==> src/rtl/ecc_pkg.sv <==
// Shared types, constants and tables of the epoch-2000 calendar converter.
package ecc_pkg;

	typedef enum logic {
		ACT_SPLIT   = 1'b0,
		ACT_COMPOSE = 1'b1
	} ecc_action_t;

	typedef struct packed {
		ecc_action_t action;
		logic [31:0] seconds_in;
		logic [7:0]  year_in;
		logic [3:0]  month_in;
		logic [4:0]  mday_in;
		logic [4:0]  hour_in;
		logic [5:0]  minute_in;
		logic [5:0]  second_in;
	} ecc_req_t;

	typedef struct packed {
		logic [31:0] total_seconds;
		logic [5:0]  second;
		logic [5:0]  minute;
		logic [4:0]  hour_of_day;
		logic [2:0]  weekday;
		logic [7:0]  year_offset;
		logic [8:0]  day_of_year;
		logic [3:0]  month;
		logic [4:0]  day_of_month;
	} ecc_rsp_t;

	localparam logic [31:0] SECS_PER_DAY = 32'd86400;
	localparam logic [15:0] DAYS_CENTURY = 16'd36525;
	localparam logic [15:0] DAYS_QUAD    = 16'd1461;
	localparam logic [3:0]  MON_MAR      = 4'd2;

	// floor(2^35 / 675): seconds >> 7 times this, >> 35, gives day count or one less
	localparam logic [25:0] DAY_RECIP    = 26'd50903316;

	// days before the first of a month, non-leap; months past 11 repeat the
	// March-based 153-day pattern
	function automatic logic [8:0] month_base(input logic [3:0] mon);
		logic [8:0] d;
		case (mon)
			4'd0:    d = 9'd0;
			4'd1:    d = 9'd31;
			4'd2:    d = 9'd59;
			4'd3:    d = 9'd90;
			4'd4:    d = 9'd120;
			4'd5:    d = 9'd151;
			4'd6:    d = 9'd181;
			4'd7:    d = 9'd212;
			4'd8:    d = 9'd243;
			4'd9:    d = 9'd273;
			4'd10:   d = 9'd304;
			4'd11:   d = 9'd334;
			4'd12:   d = 9'd212;
			4'd13:   d = 9'd243;
			4'd14:   d = 9'd273;
			default: d = 9'd304;
		endcase
		return d;
	endfunction

endpackage

==> src/rtl/ecc_compose.sv <==
// Four-stage pipeline that builds the 32-bit seconds count of a transaction.
module ecc_compose import ecc_pkg::*; (
	input  logic        clk,
	input  logic        arst_n,
	input  logic        req_valid,
	output logic        req_stall,
	input  ecc_req_t    req,
	output logic        sec_valid,
	input  logic        sec_stall,
	output logic [31:0] secs
);

	localparam int unsigned NS = 4;

	logic [NS:1] vld_q;
	logic [NS:1] en;

	logic [7:0]  yoff_m1;
	logic [1:0]  cent;
	logic [6:0]  leaps;
	logic        lp;
	logic [16:0] yday;
	logic [10:0] dmon;
	logic [16:0] tod;
	logic [31:0] days_x;

	ecc_action_t act_s1, act_s2, act_s3;
	logic [31:0] sin_s1, sin_s2, sin_s3;
	logic [16:0] yday_s1;
	logic [10:0] dmon_s1;
	logic [16:0] tod_s1, tod_s2, tod_s3;
	logic [17:0] days_s2;
	logic [31:0] prod_s3;
	logic [31:0] secs_s4;

	always_comb begin
		en[NS] = !vld_q[NS] || !sec_stall;
		for (int k = NS - 1; k >= 1; k--) begin
			en[k] = !vld_q[k] || en[k + 1];
		end
	end

	assign req_stall = !en[1];
	assign sec_valid = vld_q[NS];
	assign secs      = secs_s4;

	always_ff @(posedge clk or negedge arst_n) begin
		if (!arst_n) begin
			vld_q <= '0;
		end else begin
			if (en[1]) begin
				vld_q[1] <= req_valid;
			end
			for (int k = 2; k <= NS; k++) begin
				if (en[k]) begin
					vld_q[k] <= vld_q[k - 1];
				end
			end
		end
	end

	// leap days before Jan 1, Gregorian within years 2000..2255
	always_comb begin
		yoff_m1 = req.year_in - 8'd1;
		cent    = (yoff_m1 >= 8'd200) ? 2'd2 : ((yoff_m1 >= 8'd100) ? 2'd1 : 2'd0);
		leaps   = (req.year_in == 8'd0) ? 7'd0 : 7'(yoff_m1[7:2]) - 7'(cent) + 7'd1;
		lp      = (req.year_in[1:0] == 2'd0) && (req.year_in != 8'd100)
			&& (req.year_in != 8'd200);
		yday    = 17'(req.year_in) * 17'd365 + 17'(leaps);
		dmon    = 11'(month_base(req.month_in))
			+ {10'd0, lp && (req.month_in >= MON_MAR)}
			+ 11'(req.mday_in) - 11'd1;
		tod     = 17'(req.hour_in) * 17'd3600 + 17'(req.minute_in) * 17'd60
			+ 17'(req.second_in);
		days_x  = {{14{days_s2[17]}}, days_s2};
	end

	always_ff @(posedge clk) begin
		if (en[1]) begin
			act_s1  <= req.action;
			sin_s1  <= req.seconds_in;
			yday_s1 <= yday;
			dmon_s1 <= dmon;
			tod_s1  <= tod;
		end
		if (en[2]) begin
			act_s2  <= act_s1;
			sin_s2  <= sin_s1;
			days_s2 <= {1'b0, yday_s1} + {{7{dmon_s1[10]}}, dmon_s1};
			tod_s2  <= tod_s1;
		end
		if (en[3]) begin
			act_s3  <= act_s2;
			sin_s3  <= sin_s2;
			prod_s3 <= days_x * SECS_PER_DAY;
			tod_s3  <= tod_s2;
		end
		if (en[4]) begin
			secs_s4 <= (act_s3 == ACT_COMPOSE) ? prod_s3 + 32'(tod_s3) : sin_s3;
		end
	end

	a_empty_no_stall: assert property (@(posedge clk) disable iff (!arst_n)
		!vld_q[1] |-> !req_stall)
		else $error("input stalled with stage 1 empty");

	a_accept_fills: assert property (@(posedge clk) disable iff (!arst_n)
		req_valid && !req_stall |=> vld_q[1])
		else $error("accepted transaction not in stage 1");

	a_days_floor: assert property (@(posedge clk) disable iff (!arst_n)
		vld_q[2] |-> $signed(days_s2) >= -18'sd1)
		else $error("composed day count below minus one");

endmodule

==> src/rtl/ecc_breakdown.sv <==
// Ten-stage pipeline that splits a seconds count into calendar fields.
module ecc_breakdown import ecc_pkg::*; (
	input  logic        clk,
	input  logic        arst_n,
	input  logic        sec_valid,
	output logic        sec_stall,
	input  logic [31:0] secs,
	output logic        rsp_valid,
	input  logic        rsp_stall,
	output ecc_rsp_t    rsp
);

	localparam int unsigned NS = 10;

	logic [NS:1] vld_q;
	logic [NS:1] en;

	// combinational per stage
	logic [50:0] qprod;
	logic [31:0] rfull;
	logic        ovf;
	logic        cen;
	logic [16:0] wx;
	logic [30:0] wprod;
	logic [22:0] hprod;
	logic [21:0] qprod4;
	logic [16:0] wr;
	logic [16:0] hr;
	logic        hc;
	logic [15:0] d2raw;
	logic        cq;
	logic [17:0] mprod;
	logic        leap;
	logic [7:0]  ybase;
	logic [10:0] dd;
	logic        big;
	logic [11:0] mr;
	logic        cm;
	logic [2:0]  yadd;
	logic [10:0] d3;
	logic [8:0]  nfeb;
	logic [8:0]  rm;
	logic [1:0]  ma;
	logic [1:0]  mb;
	logic [7:0]  r2;
	logic        c3;
	logic [3:0]  mon;
	logic [7:0]  md;

	logic [31:0] secs_s1, secs_s2, secs_s3, secs_s4, secs_s5;
	logic [31:0] secs_s6, secs_s7, secs_s8, secs_s9;
	logic [15:0] qe_s1, qe_s2;
	logic [17:0] r_s2;
	logic [15:0] days_s3;
	logic [16:0] frac_s3, frac_s4;
	logic        cen_s4, cen_s5, cen_s6;
	logic [15:0] d1_s4, d1_s5;
	logic [16:0] wx_s4;
	logic [12:0] we_s4;
	logic [4:0]  he_s4;
	logic [4:0]  q4e_s5, q4_s6;
	logic [2:0]  wd_s5, wd_s6, wd_s7, wd_s8, wd_s9;
	logic [4:0]  hour_s5, hour_s6, hour_s7, hour_s8, hour_s9;
	logic [11:0] remh_s5, remh_s6;
	logic [10:0] d2_s6;
	logic [5:0]  me_s6;
	logic [7:0]  years_s7, years_s8, years_s9;
	logic [10:0] dd_s7;
	logic        big_s7;
	logic        leap_s7, leap_s8;
	logic [5:0]  minute_s7, minute_s8, minute_s9;
	logic [5:0]  second_s7, second_s8, second_s9;
	logic [8:0]  doy_s8, doy_s9;
	logic        early_s9;
	logic        em_s9;
	logic [4:0]  emday_s9;
	logic [1:0]  ma_s9;
	logic [7:0]  r1_s9;
	ecc_rsp_t    rsp_s10;

	always_comb begin
		en[NS] = !vld_q[NS] || !rsp_stall;
		for (int k = NS - 1; k >= 1; k--) begin
			en[k] = !vld_q[k] || en[k + 1];
		end
	end

	assign sec_stall = !en[1];
	assign rsp_valid = vld_q[NS];
	assign rsp       = rsp_s10;

	always_ff @(posedge clk or negedge arst_n) begin
		if (!arst_n) begin
			vld_q <= '0;
		end else begin
			if (en[1]) begin
				vld_q[1] <= sec_valid;
			end
			for (int k = 2; k <= NS; k++) begin
				if (en[k]) begin
					vld_q[k] <= vld_q[k - 1];
				end
			end
		end
	end

	always_comb begin
		// day count estimate, fixed up by remainder compare
		qprod  = 51'(secs[31:7]) * 51'(DAY_RECIP);
		rfull  = secs_s1 - 32'(qe_s1) * SECS_PER_DAY;
		ovf    = r_s2 >= 18'(SECS_PER_DAY);

		// century split; weekday and hour estimates
		cen    = days_s3 >= DAYS_CENTURY;
		wx     = 17'(days_s3) + 17'd6;
		wprod  = 31'(wx) * 31'd9362;
		hprod  = 23'(frac_s3) * 23'd36;

		qprod4 = 22'(d1_s4) * 22'd44;
		wr     = wx_s4 - 17'(we_s4) * 17'd7;
		hr     = frac_s4 - 17'(he_s4) * 17'd3600;
		hc     = hr >= 17'd3600;

		d2raw  = d1_s5 - 16'(q4e_s5) * DAYS_QUAD;
		cq     = d2raw >= DAYS_QUAD;
		mprod  = 18'(remh_s5) * 18'd68;

		// year 2100 is the only non-leap year at the start of a quad
		leap   = !(cen_s6 && (q4_s6 == 5'd0));
		ybase  = (cen_s6 ? 8'd100 : 8'd0) + {1'b0, q4_s6, 2'b00};
		dd     = d2_s6 + {10'd0, cen_s6 && (q4_s6 != 5'd0)};
		big    = dd > (11'd364 + {10'd0, leap});
		mr     = remh_s6 - 12'(me_s6) * 12'd60;
		cm     = mr >= 12'd60;

		if (!big_s7) begin
			yadd = 3'd0;
		end else if (dd_s7 >= 11'd1460) begin
			yadd = 3'd4;
		end else if (dd_s7 >= 11'd1095) begin
			yadd = 3'd3;
		end else if (dd_s7 >= 11'd730) begin
			yadd = 3'd2;
		end else begin
			yadd = 3'd1;
		end
		d3     = dd_s7 - 11'(yadd) * 11'd365;

		nfeb   = 9'd59 + {8'd0, leap_s8};
		rm     = doy_s8 - nfeb;
		ma     = (rm >= 9'd306) ? 2'd2 : ((rm >= 9'd153) ? 2'd1 : 2'd0);

		mb     = (r1_s9 >= 8'd122) ? 2'd2 : ((r1_s9 >= 8'd61) ? 2'd1 : 2'd0);
		r2     = r1_s9 - 8'(mb) * 8'd61;
		c3     = r2 >= 8'd31;
		md     = c3 ? r2 - 8'd31 : r2;
		mon    = MON_MAR + 4'(ma_s9) * 4'd5 + 4'(mb) * 4'd2 + 4'(c3);
	end

	always_ff @(posedge clk) begin
		if (en[1]) begin
			secs_s1 <= secs;
			qe_s1   <= qprod[50:35];
		end
		if (en[2]) begin
			secs_s2 <= secs_s1;
			qe_s2   <= qe_s1;
			r_s2    <= rfull[17:0];
		end
		if (en[3]) begin
			secs_s3 <= secs_s2;
			days_s3 <= qe_s2 + 16'(ovf);
			frac_s3 <= 17'(ovf ? r_s2 - 18'(SECS_PER_DAY) : r_s2);
		end
		if (en[4]) begin
			secs_s4 <= secs_s3;
			cen_s4  <= cen;
			d1_s4   <= days_s3 - (cen ? DAYS_CENTURY : 16'd0);
			wx_s4   <= wx;
			we_s4   <= wprod[28:16];
			frac_s4 <= frac_s3;
			he_s4   <= hprod[21:17];
		end
		if (en[5]) begin
			secs_s5 <= secs_s4;
			cen_s5  <= cen_s4;
			d1_s5   <= d1_s4;
			q4e_s5  <= qprod4[20:16];
			wd_s5   <= 3'(wr >= 17'd7 ? wr - 17'd7 : wr);
			hour_s5 <= he_s4 + 5'(hc);
			remh_s5 <= 12'(hc ? hr - 17'd3600 : hr);
		end
		if (en[6]) begin
			secs_s6 <= secs_s5;
			cen_s6  <= cen_s5;
			q4_s6   <= q4e_s5 + 5'(cq);
			d2_s6   <= 11'(cq ? d2raw - DAYS_QUAD : d2raw);
			wd_s6   <= wd_s5;
			hour_s6 <= hour_s5;
			me_s6   <= mprod[17:12];
			remh_s6 <= remh_s5;
		end
		if (en[7]) begin
			secs_s7   <= secs_s6;
			years_s7  <= ybase;
			dd_s7     <= big ? dd - {10'd0, leap} : dd;
			big_s7    <= big;
			leap_s7   <= leap && !big;
			wd_s7     <= wd_s6;
			hour_s7   <= hour_s6;
			minute_s7 <= me_s6 + 6'(cm);
			second_s7 <= 6'(cm ? mr - 12'd60 : mr);
		end
		if (en[8]) begin
			secs_s8   <= secs_s7;
			years_s8  <= years_s7 + 8'(yadd);
			doy_s8    <= d3[8:0];
			leap_s8   <= leap_s7;
			wd_s8     <= wd_s7;
			hour_s8   <= hour_s7;
			minute_s8 <= minute_s7;
			second_s8 <= second_s7;
		end
		if (en[9]) begin
			secs_s9   <= secs_s8;
			years_s9  <= years_s8;
			doy_s9    <= doy_s8;
			early_s9  <= doy_s8 < nfeb;
			em_s9     <= doy_s8 >= 9'd31;
			emday_s9  <= 5'(doy_s8 >= 9'd31 ? doy_s8 - 9'd31 : doy_s8);
			ma_s9     <= ma;
			r1_s9     <= 8'(rm - 9'(ma) * 9'd153);
			wd_s9     <= wd_s8;
			hour_s9   <= hour_s8;
			minute_s9 <= minute_s8;
			second_s9 <= second_s8;
		end
		if (en[10]) begin
			rsp_s10.total_seconds <= secs_s9;
			rsp_s10.second        <= second_s9;
			rsp_s10.minute        <= minute_s9;
			rsp_s10.hour_of_day   <= hour_s9;
			rsp_s10.weekday       <= wd_s9;
			rsp_s10.year_offset   <= years_s9;
			rsp_s10.day_of_year   <= doy_s9;
			rsp_s10.month         <= early_s9 ? {3'd0, em_s9} : mon;
			rsp_s10.day_of_month  <= early_s9 ? emday_s9 + 5'd1 : 5'(md) + 5'd1;
		end
	end

	a_frac_range: assert property (@(posedge clk) disable iff (!arst_n)
		vld_q[3] |-> frac_s3 < 17'(SECS_PER_DAY))
		else $error("second of day not reduced below one day");

	a_time_range: assert property (@(posedge clk) disable iff (!arst_n)
		rsp_valid |-> rsp.hour_of_day < 5'd24 && rsp.minute < 6'd60
			&& rsp.second < 6'd60 && rsp.weekday < 3'd7)
		else $error("time of day or weekday out of range");

	a_date_range: assert property (@(posedge clk) disable iff (!arst_n)
		rsp_valid |-> rsp.month < 4'd12 && rsp.day_of_month != 5'd0
			&& rsp.day_of_year < 9'd366)
		else $error("date field out of range");

	a_common_year: assert property (@(posedge clk) disable iff (!arst_n)
		rsp_valid && (rsp.year_offset[1:0] != 2'd0 || rsp.year_offset == 8'd100)
			|-> rsp.day_of_year < 9'd365)
		else $error("day 365 in a common year");

endmodule

==> src/rtl/epoch2000_calendar_converter.sv <==
// Top level of the epoch-2000 calendar converter: compose pipeline then breakdown pipeline.
//
//  channel | valid     | stall     | payload
//  --------+-----------+-----------+--------------------------------------------
//  request | req_valid | req_stall | req (ecc_req_t): action, seconds, fields
//  result  | rsp_valid | rsp_stall | rsp (ecc_rsp_t): seconds and breakdown
//
//  One transaction per cycle unless a stall holds the pipeline; each result passes
//  through the 4 compose stages, then the 10 breakdown stages.
//  Reset clears only the stage valid bits.
//  A held result stalls only the stages behind it; empty stages keep filling,
//  so req_stall rises only once every stage holds a transaction.
module epoch2000_calendar_converter import ecc_pkg::*; (
	input  logic     clk,
	input  logic     arst_n,
	input  logic     req_valid,
	output logic     req_stall,
	input  ecc_req_t req,
	output logic     rsp_valid,
	input  logic     rsp_stall,
	output ecc_rsp_t rsp
);

	logic        sec_valid;
	logic        sec_stall;
	logic [31:0] secs;

	ecc_compose u_compose (
		.clk       (clk),
		.arst_n    (arst_n),
		.req_valid (req_valid),
		.req_stall (req_stall),
		.req       (req),
		.sec_valid (sec_valid),
		.sec_stall (sec_stall),
		.secs      (secs)
	);

	ecc_breakdown u_breakdown (
		.clk       (clk),
		.arst_n    (arst_n),
		.sec_valid (sec_valid),
		.sec_stall (sec_stall),
		.secs      (secs),
		.rsp_valid (rsp_valid),
		.rsp_stall (rsp_stall),
		.rsp       (rsp)
	);

endmodule

==> config.mk <==
export PLATFORM = sky130hd
export DESIGN_NAME = epoch2000_calendar_converter
export DESIGN_NICKNAME = d
export VERILOG_FILES = /design/src/rtl/ecc_pkg.sv /design/src/rtl/ecc_compose.sv /design/src/rtl/ecc_breakdown.sv /design/src/rtl/epoch2000_calendar_converter.sv
export SDC_FILE = /design/constraint.sdc
export NUM_CORES = 2
export LEC_CHECK = 0
export BUFFER_PORTS_ARGS = -buffer_cell sky130_fd_sc_hd__buf_2
export CAP_MARGIN = 15
export CORE_MARGIN = 5
export CORE_UTILIZATION = 58
export CTS_CLUSTER_SIZE = 25
export DETAILED_ROUTE_END_ITERATION = 6
export GPL_TIMING_DRIVEN = 0
export PLACE_DENSITY = 0.78
export SETUP_SLACK_MARGIN = 0.5
export SLEW_MARGIN = 10
export SYNTH_ARGS = -nofsm -noshare
export SYNTH_HDL_FRONTEND = slang
export SYNTH_SLANG_ARGS = --single-unit
==> constraint.sdc <==
create_clock -name clk -period 10.5 [get_ports clk]
set_input_delay 2.1 -clock clk [delete_from_list [all_inputs] [get_ports clk]]
set_output_delay 2.1 -clock clk [all_outputs]
set_load 0.01 [all_outputs]
==> flow_metrics.tcl <==
set metrics [dict create \
    place_area_sq_mm 0.0650 \
    fin_area_sq_mm 0.0682 \
    cp.arrival_ps 9150 \
    drt.antenna.violating_nets 0 \
    port_buffers 149 \
    finalWirelength_um 108000 \
    worst_pin_slew_ps 945 \
    core-area_sq_mm 0.107 \
    synth_area_leaders "edfxtp_1, ha_1, fa_1, inv_1, xnor2_1" \
    dpl.hpwl_um 82800 \
    syn-num-nets 6210 \
    vias 35900 \
    path_max_fanout 7 \
    postCtsHoldBufs 0 \
    clk_pin_slew_ps 60 \
    firstDrtPassIters 7 \
    layout-drive-gt1-share 0.0748 \
    clkSinkCount 964 \
    rows 120 \
    rsz0062_at_grt "no" \
    fmax_mhz 114 \
    seq_area_frac_synth 0.465 \
    antenna_found_initial 0 \
    cts_buffer_depth 3 \
    final_util 0.640 \
    area_growth_pct 9.94 \
    maxSlewViolCount 0 \
    pin_count 151 \
    hold_path_class "reg2reg" \
    cts_setup_buffers 0 \
    period_share 0.836 \
    die_area_sq_mm 0.114 \
    cpMaxStageDelayCell "fa_1" \
    h-tree-depth 3 \
    grt_first_pass_wirelength_um 182000 \
    finalSetupViolations 0 \
    syn_area_sq_mm 0.0621 \
    postSynth.asyncResetShare 0.0145 \
    min_period_ps 8780 \
    drc_errors 0 \
    hold_slack_ps 373 \
    numCtsBuffers 96 \
    chipHeight_um 337 \
    dieWidth_um 337 \
    fin_ws_ps 1720 \
    pre_cts_ws_ps 1090 \
    worst_ep_required_time_ps 10870 \
    grt_overflow 0 \
    drtIter0Drc 1781 \
    nNetsFinal 6477 \
    cts_tree "done" \
    synth_seq_cells 964 \
    diodes 0 \
    hold_violations 0 \
    yosysWarnings 0 \
    wl_per_cell_um 16.3 \
    crit_path_end_kind "register" \
    syn_inst 4872 \
    netlist.area_leader.share 0.460 \
    cts.repair.resized 0 \
    status "complete, no violations" \
    place.gp.congestion 0.886 \
    viasPerCell 5.42 \
    first_global_vias 37400 \
    synth_top_area_cell "edfxtp_1" \
    start_kind "input port" \
    synth_enable_flop_cells 950 \
    track_usage 0.196 \
    clock_skew_ps 78.5 \
    synth.distinct_cells 86 \
    synth_ff_type "edfxtp_1" \
    cts_root_buf "clkbuf_16" \
    cap_violations 0 \
    syn_avg_cell_area_sq_um 12.7 \
    crit_type "in2reg" \
    initial_core_util 0.582 \
    max_stage_delay_ps 540 \
    slew_headroom 0.368 \
    insertion_delay_ps 700 \
    grt_max_degree 72 \
]
==> placed cells by master (no fill, tap or decap), types with 14 or more instances in the layout <==
| cell | synthesis | final |
|---|---|---|
| ha_1 | 905 | 905 |
| xor2_1 | 98 | 98 |
| nor2b_1 | 27 | 27 |
| inv_1 | 861 | 857 |
| or3_1 | 28 | 28 |
| and2_1 | 19 | 17 |
| a31oi_1 | 32 | 32 |
| o21bai_1 | 32 | 32 |
| fa_1 | 362 | 362 |
| or2_2 | 21 | 21 |
| nand2b_1 | 42 | 42 |
| buf_2 | 3 | 152 |
| nand2_1 | 141 | 137 |
| a21o_1 | 73 | 73 |
| clkinv_1 | 0 | 16 |
| nand4_1 | 30 | 30 |
| clkbuf_1 | 20 | 45 |
| xnor2_1 | 252 | 252 |
| o21a_1 | 25 | 25 |
| nor2_1 | 194 | 192 |
| dfrtp_1 | 14 | 14 |
| nand3_1 | 82 | 79 |
| edfxtp_1 | 950 | 950 |
| a211oi_1 | 20 | 20 |
| clkbuf_16 | 0 | 96 |
| nor3_1 | 58 | 58 |
| o21ai_0 | 134 | 134 |
| mux2_2 | 23 | 23 |
| and3_1 | 25 | 24 |
| o211ai_1 | 17 | 17 |
| a21boi_0 | 20 | 20 |
| a21oi_1 | 182 | 182 |
==> final cells by class <==
class / instances / area [sq um]
buffer: 26 / 109
clock buffer: 122 / 2510
clock inverter: 54 / 681
fill: 7770 / 38400
inverter: 861 / 3240
multi-input combinational: 3021 / 29900
sequential: 964 / 28900
tap: 1403 / 1760
timing repair buffer: 169 / 1130
==> worst max-delay path: cells and delay by family <==
| family | cells | cell delay, ps |
|---|---|---|
| buf+inv | 6 | 610 |
| fa+ha+maj | 9 | 3340 |
| compound gates | 12 | 2110 |
| xor+xnor | 3 | 730 |
| simple gates | 3 | 240 |
==> kinds of logic after synthesis <==
kind of cell             Yosys count  synth area share
adder cells (fa/ha/maj)         1268             0.299
flip-flops                       964             0.465
buffers and inverters            887            0.0538
AND/OR/NAND/NOR                  714            0.0569
AO/OA/AOI/OAI                    656            0.0694
XOR/XNOR                         350            0.0494
multiplexers                      32           0.00563
other                              1         0.0000604
==> flip-flops by register name, summed over array words and instances (netlist names), 32 cells and up <==
signal / flops
u_breakdown.rsp: 76
u_breakdown.secs_s1: 32
u_compose.secs: 32
u_compose.sin_s1: 32
u_compose.sin_s2: 32
u_compose.sin_s3: 32
==> through the flow <==
stage,std cells,TNS (ps)
6_report,6620,0
5_1_grt,6620,0
4_1_cts,6619,0
3_5_place_dp,6443,0
3_3_place_gp,6424,-46580
2_1_floorplan,4872,0
==> synthesized netlist by cell type, types with 14 or more instances <==
cell type / instances
clkbuf_1: 20
nand2b_1: 42
a211oi_1: 20
a21o_1: 73
nand3_1: 82
a31oi_1: 32
ha_1: 905
xnor2_1: 252
o211ai_1: 17
o21bai_1: 32
o21ai_0: 134
and3_1: 25
inv_1: 861
nand4_1: 30
o21a_1: 25
nor2_1: 194
or2_2: 21
a21oi_1: 182
mux2_2: 23
nor2b_1: 27
edfxtp_1: 950
fa_1: 362
nand2_1: 141
xor2_1: 98
dfrtp_1: 14
and2_1: 19
nor3_1: 58
or3_1: 28
a21boi_0: 20
==> layer usage <==
layer	share of wire	vias to the layer above	wire, um	track usage
met1	0.42	17500	45200	0.245
met3	0.035	184	3770	0.0267
li1	-	17500	-	-
met4	0.022	0	2360	0.0460
met5	0	-	0	0
met2	0.52	647	56300	0.361
==> path summary, 6_finish.rpt <==
check / start / end / slack [ps] / cells past startpoint
max in group asynchronous: arst_n / u_compose.vld_q[2]$_DFFE_PN0P_ / 8910 / 1
worst max-delay path: req[27] / u_compose.yday_s1[15]$_DFFE_PN_ / 1720 / 33
min in group asynchronous: arst_n / u_breakdown.vld_q[10]$_DFFE_PN0P_ / 1300 / 1
worst min-delay path: u_breakdown.secs_s1[25]$_DFFE_PP_ / u_breakdown.secs_s2[25]$_DFFE_PP_ / 370 / 0
worst min register to register: u_breakdown.secs_s1[25]$_DFFE_PP_ / u_breakdown.secs_s2[25]$_DFFE_PP_ / 370 / 0
worst max register to register: u_compose.secs[11]$_DFFE_PP_ / u_breakdown.qe_s1[15]$_DFFE_PP_ / 3130 / 21
Power is left out: the tool's default activity adds up to more than one toggle a clock period on the data nets, which glitch-free logic cannot reach.
